## config.mk

```make
export PLATFORM = sky130hd
export DESIGN_NAME = command_synced_packet_deframer_unit
export DESIGN_NICKNAME = d
export VERILOG_FILES = /design/src/cspd_pkg.sv /design/src/cspd_ram.sv /design/src/command_synced_packet_deframer_unit.sv
export SDC_FILE = /design/constraint.sdc
export NUM_CORES = 2
export LEC_CHECK = 0
export ABC_AREA = 0
export BUFFER_PORTS_ARGS = -buffer_cell sky130_fd_sc_hd__buf_2
export CORE_MARGIN = 4
export CORE_UTILIZATION = 55
export DETAILED_ROUTE_END_ITERATION = 16
export PLACE_DENSITY = 0.77
export SYNTH_ARGS = -nofsm -noshare
export SYNTH_HDL_FRONTEND = slang
export SYNTH_HIERARCHICAL = 1
export SYNTH_SLANG_ARGS = --single-unit
export TNS_END_PERCENT = 1
```

## constraint.sdc

```tcl
create_clock -name aclk -period 8.05 [get_ports aclk]
set_input_delay 0.4025 -clock aclk [delete_from_list [all_inputs] [get_ports aclk]]
set_output_delay 0.4025 -clock aclk [all_outputs]
set_load 0.03 [all_outputs]
```

## src/cspd_pkg.sv

```systemverilog
// Shared types and constants for the command-synced packet deframer.
// Depends on nothing; imported by the deframer top level and its checker.
package cspd_pkg;

    typedef logic [7:0]  byte_t;
    typedef logic [15:0] header_t;
    typedef logic [31:0] command_t;
    typedef logic [63:0] word_t;
    typedef logic [3:0]  nbytes_t;

    // Bytes packed into one result word.
    localparam int WORD_BYTES = 8;

    // Result budget of one input request, and the counter width it needs.
    localparam int MAX_RESULTS = 64;
    localparam int RES_W       = 7;

    // Command word after reset: 0x90, 0x34, 0x00, 0x00.
    localparam command_t CMD_RESET = 32'h9034_0000;

endpackage

```

## src/cspd_ram.sv

```systemverilog
// Generic single-write, single-read RAM with a registered read port.
// Depends on nothing; used for the deframer byte store.
module cspd_ram #(
    parameter int WIDTH = 8,
    parameter int DEPTH = 512
) (
    input  logic                     aclk,
    input  logic                     wr_en,
    input  logic [$clog2(DEPTH)-1:0] wr_addr,
    input  logic [WIDTH-1:0]         wr_data,
    input  logic [$clog2(DEPTH)-1:0] rd_addr,
    output logic [WIDTH-1:0]         rd_data
);

    logic [WIDTH-1:0] mem [DEPTH];

    always_ff @(posedge aclk) begin
        if (wr_en) begin
            mem[wr_addr] <= wr_data;
        end
        rd_data <= mem[rd_addr];
    end

endmodule

```

## src/command_synced_packet_deframer_unit.sv

```systemverilog
// Command-synced packet deframer: top level with the sequencer and the byte store.
// Depends on cspd_pkg and cspd_ram.
// Throughput: one byte request is taken per pass of the sequencer, which reads the store
// one byte a cycle through its single registered read port, pausing while it waits for a
// free output register. A byte that completes nothing costs a window scan of the buffer
// when unlocked. A complete packet adds a checking pass and the emission of its words.
// Reset is synchronous and active low; it clears all control state at once. The byte store
// has no clearing pass, since only bytes that were written are ever read.
module command_synced_packet_deframer_unit #(
    parameter int STORE_DEPTH = 512
) (
    input  logic               aclk,
    input  logic               aresetn,
    // Configuration: command word, written at once when cfg_we is high.
    input  logic               cfg_we,
    input  cspd_pkg::command_t cfg_wdata,
    // Input byte stream.
    input  logic               s_valid,
    output logic               s_ready,
    input  cspd_pkg::byte_t    s_stream_byte,
    // Result words.
    output logic               m_valid,
    input  logic               m_ready,
    output cspd_pkg::header_t  m_packet_header,
    output cspd_pkg::byte_t    m_payload_length,
    output logic               m_first_since_lock,
    output cspd_pkg::word_t    m_payload_word,
    output cspd_pkg::nbytes_t  m_word_bytes,
    output logic               m_last_word
);

    import cspd_pkg::*;

    // The store is a ring; an index relative to the oldest byte needs one more bit than
    // a ring address so that it can hold the fill level itself.
    localparam int PTR_W = $clog2(STORE_DEPTH);
    localparam int CNT_W = $clog2(STORE_DEPTH + 1);
    localparam int SUM_W = CNT_W + 1;

    // Sequencer states.
    localparam logic [2:0] ST_IDLE       = 3'd0; // waiting for a byte request
    localparam logic [2:0] ST_SCAN       = 3'd1; // unlocked: search for the command word
    localparam logic [2:0] ST_LEN        = 3'd2; // locked: fetch the length byte
    localparam logic [2:0] ST_LEN_WAIT   = 3'd3; // length byte arrives from the store
    localparam logic [2:0] ST_CHECK      = 3'd4; // checksum and command compare pass
    localparam logic [2:0] ST_EMIT_WAIT  = 3'd5; // wait for a free output register
    localparam logic [2:0] ST_EMIT_READ  = 3'd6; // gather the bytes of one result word
    localparam logic [2:0] ST_FINISH     = 3'd7; // remove the emitted packet

    // Ring address of base plus a relative index; the sum is always below twice the depth.
    function automatic logic [PTR_W-1:0] wrap_idx(input logic [SUM_W-1:0] s);
        logic [SUM_W-1:0] t;
        t = (s >= SUM_W'(STORE_DEPTH)) ? s - SUM_W'(STORE_DEPTH) : s;
        return t[PTR_W-1:0];
    endfunction

    logic [2:0]       state_reg, state_next;
    command_t         cmd_reg, cmd_next;
    logic [PTR_W-1:0] offset_reg, offset_next;
    logic [CNT_W-1:0] fill_reg, fill_next;
    logic             locked_reg, locked_next;
    logic             seen_reg, seen_next;
    logic [RES_W-1:0] cnt_reg, cnt_next;

    // Read pipeline: rd_k issues an index, dk/dv tag the data when it arrives in the next cycle.
    logic [CNT_W-1:0] rd_k_reg, rd_k_next;
    logic [CNT_W-1:0] dk_reg, dk_next;
    logic             dv_reg, dv_next;

    // Working registers of the passes.
    logic [23:0]      win_reg, win_next;
    byte_t            x_reg, x_next;
    logic             cmd_ok_reg, cmd_ok_next;
    logic             csum_ok_reg, csum_ok_next;
    logic [CNT_W-1:0] hi_reg, hi_next;
    byte_t            len_reg, len_next;
    header_t          hdr_reg, hdr_next;
    logic [CNT_W-1:0] wb_reg, wb_next;
    logic [CNT_W-1:0] wend_reg, wend_next;
    word_t            acc_reg, acc_next;
    logic [2:0]       bs_reg, bs_next;

    // Output register.
    logic             m_valid_reg, m_valid_next;
    header_t          m_header_reg, m_header_next;
    byte_t            m_len_reg, m_len_next;
    logic             m_first_reg, m_first_next;
    word_t            m_word_reg, m_word_next;
    nbytes_t          m_nb_reg, m_nb_next;
    logic             m_last_reg, m_last_next;

    // Store ports.
    logic             ram_we;
    logic [PTR_W-1:0] ram_waddr;
    logic [PTR_W-1:0] ram_raddr;
    byte_t            ram_rdata;
    logic [CNT_W-1:0] rd_idx;

    // Combinational helpers.
    logic             accept;
    logic             issue;
    logic             do_drop;
    logic [CNT_W-1:0] drop_n;
    logic             slot_free;
    logic             load;
    word_t            load_word;
    nbytes_t          load_nb;
    logic             load_last;
    logic [CNT_W-1:0] len_in_total;
    logic [CNT_W-1:0] len_p3;
    logic [CNT_W-1:0] wb_p8;
    logic [8:0]       words_sum;
    logic [5:0]       words;
    logic [RES_W:0]   budget_sum;
    command_t         cmd_shift;
    logic [1:0]       cmd_pos;
    logic             cmd_hit;
    logic             csum_now;
    logic             cmd_now;
    word_t            acc_ins;

    cspd_ram #(
        .WIDTH(8),
        .DEPTH(STORE_DEPTH)
    ) u_store (
        .aclk   (aclk),
        .wr_en  (ram_we),
        .wr_addr(ram_waddr),
        .wr_data(s_stream_byte),
        .rd_addr(ram_raddr),
        .rd_data(ram_rdata)
    );

    assign s_ready = (state_reg == ST_IDLE);
    assign accept  = s_valid && s_ready;

    // A request that finds the store full overwrites the oldest byte in place.
    assign ram_we    = accept;
    assign ram_waddr = (fill_reg == CNT_W'(STORE_DEPTH)) ? offset_reg
                     : wrap_idx(SUM_W'(offset_reg) + SUM_W'(fill_reg));

    // The length byte is always at relative index 2; every other pass uses rd_k.
    assign rd_idx    = (state_reg == ST_LEN) ? CNT_W'(2) : rd_k_reg;
    assign ram_raddr = wrap_idx(SUM_W'(offset_reg) + SUM_W'(rd_idx));

    assign slot_free = !m_valid_reg || m_ready;

    assign len_in_total = CNT_W'(ram_rdata) + CNT_W'(4);
    assign len_p3       = CNT_W'(len_reg) + CNT_W'(3);
    assign wb_p8        = wb_reg + CNT_W'(WORD_BYTES);
    assign words_sum    = {1'b0, len_reg} + 9'd7;
    assign words        = (len_reg == 8'd0) ? 6'd1 : words_sum[8:3];
    assign budget_sum   = (RES_W+1)'(cnt_reg) + (RES_W+1)'(words);

    // Command byte expected at relative index 3..6, most significant byte first.
    assign cmd_pos   = 2'(dk_reg - CNT_W'(3));
    assign cmd_shift = cmd_reg << {cmd_pos, 3'b000};
    assign cmd_hit   = (dk_reg >= CNT_W'(3) && dk_reg <= CNT_W'(6))
                     ? (ram_rdata == cmd_shift[31:24]) : 1'b1;
    assign csum_now  = (dk_reg == len_p3) ? (x_reg == ram_rdata) : csum_ok_reg;
    assign cmd_now   = cmd_ok_reg && cmd_hit;

    // Place the arriving payload byte in its slot of the word, earliest byte on top.
    assign acc_ins = acc_reg | ({ram_rdata, 56'd0} >> {bs_reg, 3'b000});

    always_comb begin
        state_next   = state_reg;
        cmd_next     = cfg_we ? cfg_wdata : cmd_reg;
        offset_next  = offset_reg;
        fill_next    = fill_reg;
        locked_next  = locked_reg;
        seen_next    = seen_reg;
        cnt_next     = cnt_reg;
        rd_k_next    = rd_k_reg;
        win_next     = win_reg;
        x_next       = x_reg;
        cmd_ok_next  = cmd_ok_reg;
        csum_ok_next = csum_ok_reg;
        hi_next      = hi_reg;
        len_next     = len_reg;
        hdr_next     = hdr_reg;
        wb_next      = wb_reg;
        wend_next    = wend_reg;
        acc_next     = acc_reg;
        bs_next      = bs_reg;
        issue        = 1'b0;
        do_drop      = 1'b0;
        drop_n       = '0;
        load         = 1'b0;
        load_word    = '0;
        load_nb      = '0;
        load_last    = 1'b0;

        unique case (state_reg)
            ST_IDLE: begin
                if (accept) begin
                    if (fill_reg == CNT_W'(STORE_DEPTH)) begin
                        offset_next = wrap_idx(SUM_W'(offset_reg) + SUM_W'(1));
                    end else begin
                        fill_next = fill_reg + CNT_W'(1);
                    end
                    cnt_next  = '0;
                    rd_k_next = CNT_W'(3);
                    state_next = locked_reg ? ST_LEN : ST_SCAN;
                end
            end

            ST_SCAN: begin
                // Slide a 4-byte window from index 3; a hit at index k locks at k-6.
                if (fill_reg < CNT_W'(7)) begin
                    state_next = ST_IDLE;
                end else begin
                    issue = (rd_k_reg < fill_reg);
                    if (issue) begin
                        rd_k_next = rd_k_reg + CNT_W'(1);
                    end
                    if (dv_reg) begin
                        win_next = {win_reg[15:0], ram_rdata};
                        if (dk_reg >= CNT_W'(6) && {win_reg, ram_rdata} == cmd_reg) begin
                            do_drop     = 1'b1;
                            drop_n      = dk_reg - CNT_W'(6);
                            locked_next = 1'b1;
                            seen_next   = 1'b0;
                            state_next  = ST_LEN;
                        end else if (dk_reg == fill_reg - CNT_W'(1)) begin
                            // Every earlier start has failed: keep only the last six bytes.
                            do_drop    = 1'b1;
                            drop_n     = fill_reg - CNT_W'(6);
                            state_next = ST_IDLE;
                        end
                    end
                end
            end

            ST_LEN: begin
                state_next = (fill_reg < CNT_W'(3)) ? ST_IDLE : ST_LEN_WAIT;
            end

            ST_LEN_WAIT: begin
                if (fill_reg < len_in_total) begin
                    state_next = ST_IDLE;
                end else begin
                    len_next     = ram_rdata;
                    rd_k_next    = '0;
                    x_next       = '0;
                    cmd_ok_next  = (fill_reg >= CNT_W'(7));
                    csum_ok_next = 1'b0;
                    // A short packet still needs bytes 3..6 for the command test on failure.
                    if (ram_rdata >= 8'd3 || fill_reg < CNT_W'(7)) begin
                        hi_next = CNT_W'(ram_rdata) + CNT_W'(3);
                    end else begin
                        hi_next = CNT_W'(6);
                    end
                    state_next = ST_CHECK;
                end
            end

            ST_CHECK: begin
                issue = (rd_k_reg <= hi_reg);
                if (issue) begin
                    rd_k_next = rd_k_reg + CNT_W'(1);
                end
                if (dv_reg) begin
                    if (dk_reg == CNT_W'(0)) begin
                        hdr_next[15:8] = ram_rdata;
                    end
                    if (dk_reg == CNT_W'(1)) begin
                        hdr_next[7:0] = ram_rdata;
                    end
                    if (dk_reg < len_p3) begin
                        x_next = x_reg ^ ram_rdata;
                    end
                    csum_ok_next = csum_now;
                    cmd_ok_next  = cmd_now;
                    if (dk_reg == hi_reg) begin
                        if (!csum_now) begin
                            // A failing command packet loses its first seven bytes,
                            // any other failing packet only its first byte.
                            do_drop     = 1'b1;
                            drop_n      = cmd_now ? CNT_W'(7) : CNT_W'(1);
                            locked_next = 1'b0;
                            rd_k_next   = CNT_W'(3);
                            state_next  = ST_SCAN;
                        end else if (budget_sum > (RES_W+1)'(MAX_RESULTS)) begin
                            state_next = ST_IDLE;
                        end else begin
                            wb_next    = CNT_W'(3);
                            state_next = ST_EMIT_WAIT;
                        end
                    end
                end
            end

            ST_EMIT_WAIT: begin
                if (slot_free) begin
                    if (len_reg == 8'd0) begin
                        load       = 1'b1;
                        load_last  = 1'b1;
                        state_next = ST_FINISH;
                    end else begin
                        wend_next  = (wb_p8 < len_p3) ? wb_p8 : len_p3;
                        rd_k_next  = wb_reg;
                        bs_next    = '0;
                        acc_next   = '0;
                        state_next = ST_EMIT_READ;
                    end
                end
            end

            ST_EMIT_READ: begin
                issue = (rd_k_reg < wend_reg);
                if (issue) begin
                    rd_k_next = rd_k_reg + CNT_W'(1);
                end
                if (dv_reg) begin
                    acc_next = acc_ins;
                    bs_next  = bs_reg + 3'd1;
                    if (dk_reg == wend_reg - CNT_W'(1)) begin
                        // The output register was free when this word started.
                        load      = 1'b1;
                        load_word = acc_ins;
                        load_nb   = 4'(wend_reg - wb_reg);
                        load_last = (wend_reg == len_p3);
                        wb_next   = wend_reg;
                        state_next = (wend_reg == len_p3) ? ST_FINISH : ST_EMIT_WAIT;
                    end
                end
            end

            ST_FINISH: begin
                do_drop    = 1'b1;
                drop_n     = CNT_W'(len_reg) + CNT_W'(4);
                seen_next  = 1'b1;
                state_next = ST_LEN;
            end

            default: begin
                state_next = ST_IDLE;
            end
        endcase

        if (do_drop) begin
            offset_next = wrap_idx(SUM_W'(offset_reg) + SUM_W'(drop_n));
            fill_next   = fill_reg - drop_n;
        end
        if (load) begin
            cnt_next = cnt_reg + RES_W'(1);
        end
    end

    // A read in flight is dropped whenever the sequencer leaves the state that issued it.
    assign dv_next = issue && (state_next == state_reg);
    assign dk_next = rd_k_reg;

    always_comb begin
        m_valid_next  = m_valid_reg;
        m_header_next = m_header_reg;
        m_len_next    = m_len_reg;
        m_first_next  = m_first_reg;
        m_word_next   = m_word_reg;
        m_nb_next     = m_nb_reg;
        m_last_next   = m_last_reg;
        if (load) begin
            m_valid_next  = 1'b1;
            m_header_next = hdr_reg;
            m_len_next    = len_reg;
            m_first_next  = !seen_reg;
            m_word_next   = load_word;
            m_nb_next     = load_nb;
            m_last_next   = load_last;
        end else if (m_ready) begin
            m_valid_next = 1'b0;
        end
    end

    always_ff @(posedge aclk) begin
        if (!aresetn) begin
            state_reg   <= ST_IDLE;
            cmd_reg     <= CMD_RESET;
            offset_reg  <= '0;
            fill_reg    <= '0;
            locked_reg  <= 1'b0;
            seen_reg    <= 1'b0;
            cnt_reg     <= '0;
            dv_reg      <= 1'b0;
            m_valid_reg <= 1'b0;
        end else begin
            state_reg   <= state_next;
            cmd_reg     <= cmd_next;
            offset_reg  <= offset_next;
            fill_reg    <= fill_next;
            locked_reg  <= locked_next;
            seen_reg    <= seen_next;
            cnt_reg     <= cnt_next;
            dv_reg      <= dv_next;
            m_valid_reg <= m_valid_next;
        end
    end

    always_ff @(posedge aclk) begin
        rd_k_reg     <= rd_k_next;
        dk_reg       <= dk_next;
        win_reg      <= win_next;
        x_reg        <= x_next;
        cmd_ok_reg   <= cmd_ok_next;
        csum_ok_reg  <= csum_ok_next;
        hi_reg       <= hi_next;
        len_reg      <= len_next;
        hdr_reg      <= hdr_next;
        wb_reg       <= wb_next;
        wend_reg     <= wend_next;
        acc_reg      <= acc_next;
        bs_reg       <= bs_next;
        m_header_reg <= m_header_next;
        m_len_reg    <= m_len_next;
        m_first_reg  <= m_first_next;
        m_word_reg   <= m_word_next;
        m_nb_reg     <= m_nb_next;
        m_last_reg   <= m_last_next;
    end

    assign m_valid            = m_valid_reg;
    assign m_packet_header    = m_header_reg;
    assign m_payload_length   = m_len_reg;
    assign m_first_since_lock = m_first_reg;
    assign m_payload_word     = m_word_reg;
    assign m_word_bytes       = m_nb_reg;
    assign m_last_word        = m_last_reg;

endmodule

```

; Word level (Yosys, flattened, before mapping)
; Memories as Yosys holds them, arrays and structs flattened. A register that Yosys moved wholly into a read port is not among the register bits.
; Cells that the tools add are included.
[totals]
register_bits = 334
ramBits = 4096
wordCells = 275
memories = 1
input_bits = 45
output_inout_bits = 96
[classes]
order_cmp = 18
n_eq_ne = 36
bitwise = 5
shifts = 2
addsub = 26
mux = 118
n_reduce_logical = 40
[mem_list]
columns = name, words, word_bits, read_ports, rd_clocked_by_memory_dff, write_ports, line
row1 = u_store.mem, 512, 8, 1, 1, 1, cspd_ram.sv:15  ; logic [WIDTH-1:0] mem [DEPTH];
[op_table]
columns = op, count
row1 = $mux 10, 27
row2 = $mux 64, 3
row3 = $pmux 64 s2, 1
row4 = $mux 9, 9
row5 = $or 64x64->64, 1
row6 = $shr 64x6->64, 1
row7 = $mux 3, 20
row8 = $pmux 10 s6, 1
row9 = $sub 9x1->9 const B, 4
row10 = $mux 1, 34
row11 = $ne 2x2->1 const B, 17
row12 = $add 9x10->11, 3
row13 = $ge 11x10->1 const B, 3
row14 = $eq 32x32->1, 1
row15 = $shl 32x5->32, 1
row16 = $eq 10x10->1, 3
row17 = $lt 10x9->1, 3
row18 = $pmux 10 s3, 1
row19 = $add 8x3->9 const B, 3
row20 = $mux 8, 3
row21 = $pmux 3 s8, 1
row22 = $reduce_and 3->1, 8
row23 = $reduce_bool 2->1, 11
row24 = $mux 7, 3
row25 = 51 further kinds, 83

; Logic depth before layout (Yosys ltp)
[logic_depth]
depth_word = 14
ltp_mapped = 24

; Cells and area by module
; Netlist, hierarchy kept.
[by_module_without_submodules]
columns = mod, seq_area_each_um2, area_per_inst_um2, cells_each, n_inst
row1 = cspd_ram, 123158.1, 159927.1, 8030, 1
row2 = command_synced_packet_deframer_unit, 9248.9, 18425.2, 1753, 1

; Worst setup path before layout
; Ideal clock, no wire load.
[synth_timing]
path_type = reg2reg
startpoint = register len_reg[2]
endpoint = register acc_reg[0], enable pin
period_less_slack_ps = 6563
t_required_ps = 7465
setup_slack_ps = 1487
t_arrival_ps = 5979
n_path_buf = 1
path_stages_with_launch = 8
path_cell_list = edfxtp_1 clkbuf_1 inv_1 ha_1 or4b_2 or3_1 nand2_1 o21ai_0
[synth_between]
elab_chain_cells = 3
[synth_lines]
columns = item, line
row1 = "start, declared", command_synced_packet_deframer_unit.sv:76  ; byte_t len_reg, len_next;
row2 = "start signal, assigned", command_synced_packet_deframer_unit.sv:408  ; len_reg <= len_next;
row3 = $logic_not 8->1, command_synced_packet_deframer_unit.sv:296  ; if (len_reg == 8'd0) begin
row4 = $ne 2x2->1 (no line), -
row5 = $reduce_and 4->1 (no line), -
row6 = "end signal, assigned", command_synced_packet_deframer_unit.sv:412  ; acc_reg <= acc_next;
row7 = "end, declared", command_synced_packet_deframer_unit.sv:80  ; word_t acc_reg, acc_next;
; Every way passes these cells.
; A chain may end at the register's enable or synchronous reset.

; Worst setup path in the final report
[layout_timing]
startpoint = register state_reg[1]
endpoint = register u_store.rd_data[2] (read register of u_store.mem)
[layout_between]
elab_chain_cells = 5
[layout_lines]
columns = item, line
row1 = "start, declared", command_synced_packet_deframer_unit.sv:57  ; logic [2:0] state_reg, state_next;
row2 = "start signal, assigned", command_synced_packet_deframer_unit.sv:388  ; state_reg <= state_next;
row3 = $eq 3x2->1 (*), command_synced_packet_deframer_unit.sv:143  ; assign rd_idx = (state_reg == ST_LEN) ? CNT_W'(2) : rd_k_reg;
row4 = $mux 10 (*), command_synced_packet_deframer_unit.sv:143
row5 = $add 9x10->11 (*), command_synced_packet_deframer_unit.sv:144  ; assign ram_raddr = wrap_idx(SUM_W'(offset_reg) + SUM_W'(rd_idx));
row6 = $sub 9x1->9 or $ge 11x10->1 (tied branches), command_synced_packet_deframer_unit.sv:53  ; t = (s >= SUM_W'(STORE_DEPTH)) ? s - SUM_W'(STORE_DEPTH) : s;
row7 = $mux 9 (*), command_synced_packet_deframer_unit.sv:53
row8 = via ram_raddr[8], command_synced_packet_deframer_unit.sv:95  ; logic [PTR_W-1:0] ram_raddr;
row9 = "end, declared", cspd_ram.sv:12  ; output logic [WIDTH-1:0] rd_data
; Mark *: on every way through the listed nets, which the timed path passes. The rest lies on a longest branch.

==> metrics <==
outcome finished, final reports clean; yosys synthesis warning count 6; kind of cell adding the most delay to the critical path simple AND/OR/NAND/NOR gates; Post-Syn Area per Cell about 18 um2; number of antenna violations at the first check in global routing 11; Final period util about 90%; proportion of synthesized area in mux cells roughly an eighth; Starting DRT DRC Count 14080; post-layout instance area ~200000 um2; synth top area cells sky130_fd_sc_hd__edfxtp_1 (73%), sky130_fd_sc_hd__mux4_2 (8.4%), sky130_fd_sc_hd__mux2i_1 (4.7%), sky130_fd_sc_hd__o221ai_1 (1.8%), sky130_fd_sc_hd__nor2_1 (1.7%); XOR/XNOR Fraction of Synth Area less than 1%; startpoint of the lowest-slack register-to-register path state_reg[1]; residual DRC count 0; final routed wire length divided by cell count between 30 and 40 um; starting density of the core 55.40%; die span in y 577.5 um; nature of the critical path startpoint flop; via count of the first global-routing pass a little under 100k; power density over the cells between 200 and 300 nW/um2; Net count, final just over 10000; total of max-cap violations 0; clock buffers created by TritonCTS between 400 and 500; Slew headroom around 6.5%; library cell occupying the most area in the post-synthesis netlist sky130_fd_sc_hd__edfxtp_1; number of setup violations in the final report 0; placed standard-cell area 183200 um2; Detailed Routing Iterations Pass 1 8; Clock transition at path regs around 60 ps; count of buffers from port buffering 140; Site Rows ~210; Worst Path Buf+Inv 2; slowest stage cell on the critical path sky130_fd_sc_hd__nor3_1; Post-synth EDFFs roughly 4400; final-report hold violation count 0; CTS Hold Buffers Added 46; worst-skew pair later-pin latency between 900 and 1000 ps; Worst setup EP type flop; routability cong. 0.9583; Chip Width between 500 and 600 um; arrival time of the worst setup path between 7000 and 8000 ps; WP depth 19; Critical Path Start state_reg[1]; total setup buffers inserted after CTS 0; slack of the worst reg-to-reg path ~910 ps; maximum clock rate ~0.14 GHz; proportion of layout cells with a drive suffix above 1 ~16%; type of the worst min-delay path input pin to flop; r2r endpoint u_store/rd_data[2]; setup repair after global routing missed its margin false; clock tree buffer depth 4; Max Fanout on Critical Path 18; clock tree from TritonCTS done; leakage power roughly 65 nW; post-synthesis share of cell area spent on full adders, half adders and majority gates less than 1%; main flop type after synthesis sky130_fd_sc_hd__edfxtp_1; worst-case setup slack after placement about 1200 ps; Post-Synth Simple-Gate Area 3.941%; pin count of the biggest net entering global routing approximately 220; die outline area around 330000 um2; count leader, synth sky130_fd_sc_hd__edfxtp_1; cells resized by post-CTS repair 0; Mapped Area 178400 um2; via count between 90000 and 100k; post-synthesis to final-layout area growth 10.56%; synthesized instance count around 9800; HPWL after detailed placement between 200000 and 300000 um; PnR worst setup slack about 910 ps; cells traversed along the worst timing path inv_1 > nor3_1 > buf_4 > nor2_1 > ha_4 > fa_4 > a21o_1 > a21oi_1 > o21bai_1 > a21oi_1 > o21bai_1 > a21oi_1 > xnor2_2 > nand2b_1 > nor3_1 > o21ai_0 > nand4_1 > nor4_1 > o2111a_1; Mapped Nets between 9000 and 10000; sequential cell area fraction in the yosys report 74.24%; core region area roughly 320000 um2; area fraction in compound gates after synthesis 5.008%; H-tree Lvls 5; Max Transition Viols Final 0; endpoint of the worst setup timing path u_store/rd_data[2]; Worst Reg2Reg Path Length in Cells 19; synth cell count leaders sky130_fd_sc_hd__edfxtp_1 (4354), sky130_fd_sc_hd__mux2i_1 (836), sky130_fd_sc_hd__nor2_1 (817); synthesized flop and latch total roughly 4400; Worst path most repeated cell sky130_fd_sc_hd__a21oi_1; count of clock tree sinks ~4400; via/cell ratio roughly 6.7; flip-flop count of the largest register after layout roughly 4100; VDD IR max ~0.23 mV; data required time at the worst endpoint 8900 ps; measured slew at the worst slew-check pin 1402 ps; Async S/R FF share, synth 0%; aggregate global-route resource usage between 20 and 30%; combinational family with the most area after synthesis multiplexers; beginning of the worst hold path s_stream_byte[5]; delay of the slowest cell on the worst path ~1300 ps; distinct cell type count of the synthesized netlist between 90 and 100; buffer type at the clock tree root sky130_fd_sc_hd__clkbuf_16; portion of synthesized cell area occupied by the leading cell type between 70% and 80%; antenna-violating nets left 0; worst-case clock skew about 52 ps; total I/O pin count 141; minimum period implied by the final worst setup slack 7140 ps; Detailed Route WL around 470000 um; final total negative setup slack 0 ps; sum of overflow across all layers after global routing 0; first-pass GRT wire length roughly 680000 um; Crit Path Class flop to flop
-- layout by cell type (no fill, tap or decap), types with 31 or more instances in the layout --
| cell type | count |
|---|---|
| sky130_fd_sc_hd__nand2_1 | 203 |
| sky130_fd_sc_hd__bufinv_16 | 34 |
| sky130_fd_sc_hd__and2_1 | 31 |
| sky130_fd_sc_hd__nand4_1 | 52 |
| sky130_fd_sc_hd__nor3_1 | 203 |
| sky130_fd_sc_hd__clkbuf_16 | 432 |
| sky130_fd_sc_hd__xor2_1 | 57 |
| sky130_fd_sc_hd__edfxtp_1 | 4354 |
| sky130_fd_sc_hd__clkinv_1 | 100 |
| sky130_fd_sc_hd__buf_4 | 132 |
| sky130_fd_sc_hd__inv_1 | 79 |
| sky130_fd_sc_hd__clkbuf_1 | 95 |
| sky130_fd_sc_hd__o22ai_1 | 170 |
| sky130_fd_sc_hd__nor4_1 | 50 |
| sky130_fd_sc_hd__buf_12 | 36 |
| sky130_fd_sc_hd__o21ai_0 | 165 |
| sky130_fd_sc_hd__buf_2 | 132 |
| sky130_fd_sc_hd__nor2_1 | 816 |
| sky130_fd_sc_hd__dlygate4sd3_1 | 46 |
| sky130_fd_sc_hd__clkinv_2 | 69 |
| sky130_fd_sc_hd__mux4_2 | 662 |
| sky130_fd_sc_hd__mux2i_1 | 836 |
| sky130_fd_sc_hd__o221ai_1 | 376 |
| sky130_fd_sc_hd__dfxtp_1 | 83 |
| sky130_fd_sc_hd__ha_1 | 115 |
| sky130_fd_sc_hd__xnor2_1 | 98 |
| sky130_fd_sc_hd__a21oi_1 | 335 |
| sky130_fd_sc_hd__nand3_1 | 59 |
| sky130_fd_sc_hd__a22oi_1 | 63 |
-- where the power goes --
group / leakage, nW / total, mW / switching (mW) / internal, mW
sequential: 39.6 / 25.6 / 0.181 / 25.4
clock: 6.55 / 19.4 / 8.49 / 10.9
combinational: 18.4 / 4.89 / 3.22 / 1.67
total: 64.5 / 49.9 / 11.9 / 38.0
-- how the worst min path moves through the flow --
stage	end	slack, ps	depth (start not counted)
finish	u_store/mem[402][5]	60	1
global route	u_store/mem[402][5]	50	1
CTS	u_store/mem[415][5]	30	1
detailed placement	m_packet_header[0]	400	0
global placement	m_packet_header[11]	400	0
floorplan	m_packet_header[0]	400	0
-- metrics by stage --
stage / power, mW / hold WS (ps) / instances / utilization, %
3_5_place_dp: 30.83 / 404.5 / 13790 / 56.91
6_report: 49.93 / 56.43 / 14620 / 61.25
4_1_cts: 50.05 / 33.59 / 14610 / 61.25
2_1_floorplan: 28.92 / 400.3 / 9783 / -
5_1_grt: 51.33 / 50.66 / 14610 / 61.25
3_3_place_gp: 30.76 / 403.3 / 13790 / 56.90
-- worst reg2reg max path: stages (launching register included) --
cell and delay (ps):
sky130_fd_sc_hd__dfxtp_1 720, sky130_fd_sc_hd__inv_1 330, sky130_fd_sc_hd__nor3_1 250, sky130_fd_sc_hd__buf_4 230, sky130_fd_sc_hd__nor2_1 100, sky130_fd_sc_hd__ha_4 170, sky130_fd_sc_hd__fa_4 470, sky130_fd_sc_hd__a21o_1 210
sky130_fd_sc_hd__a21oi_1 320, sky130_fd_sc_hd__o21bai_1 150, sky130_fd_sc_hd__a21oi_1 350, sky130_fd_sc_hd__o21bai_1 120, sky130_fd_sc_hd__a21oi_1 270, sky130_fd_sc_hd__xnor2_2 290, sky130_fd_sc_hd__nand2b_1 730, sky130_fd_sc_hd__nor3_1 1290
sky130_fd_sc_hd__o21ai_0 320, sky130_fd_sc_hd__nand4_1 340, sky130_fd_sc_hd__nor4_1 190, sky130_fd_sc_hd__o2111a_1 190
-- layout make-up --
class	count	area, um2
Timing Repair Buffer	356	2979
Antenna cell	4	10.01
Clock inverter	246	2347
Multi-Input combinational cell	4657	42570
Fill cell	21710	124700
Inverter	83	320.3
Clock buffer	527	11170
Tap cell	4305	5386
Sequential cell	4437	132400
-- metal layers --
| layer | track usage (%) | share of wire, % |
|---|---|---|
| met1 | 37.89 | 36 |
| met2 | 43.13 | 47 |
| met3 | 6.254 | 12 |
| met4 | 11.47 | 4.9 |
| met5 | 0 | 0.0064 |
-- cell families after synthesis --
group,Yosys count
compound gates,1304
xor+xnor,162
fa+ha+maj,122
buf+inv,689
flops,4437
mux,1503
other cells,1
simple gates,1565
No activity file was read; power rests on OpenSTA's default activity.
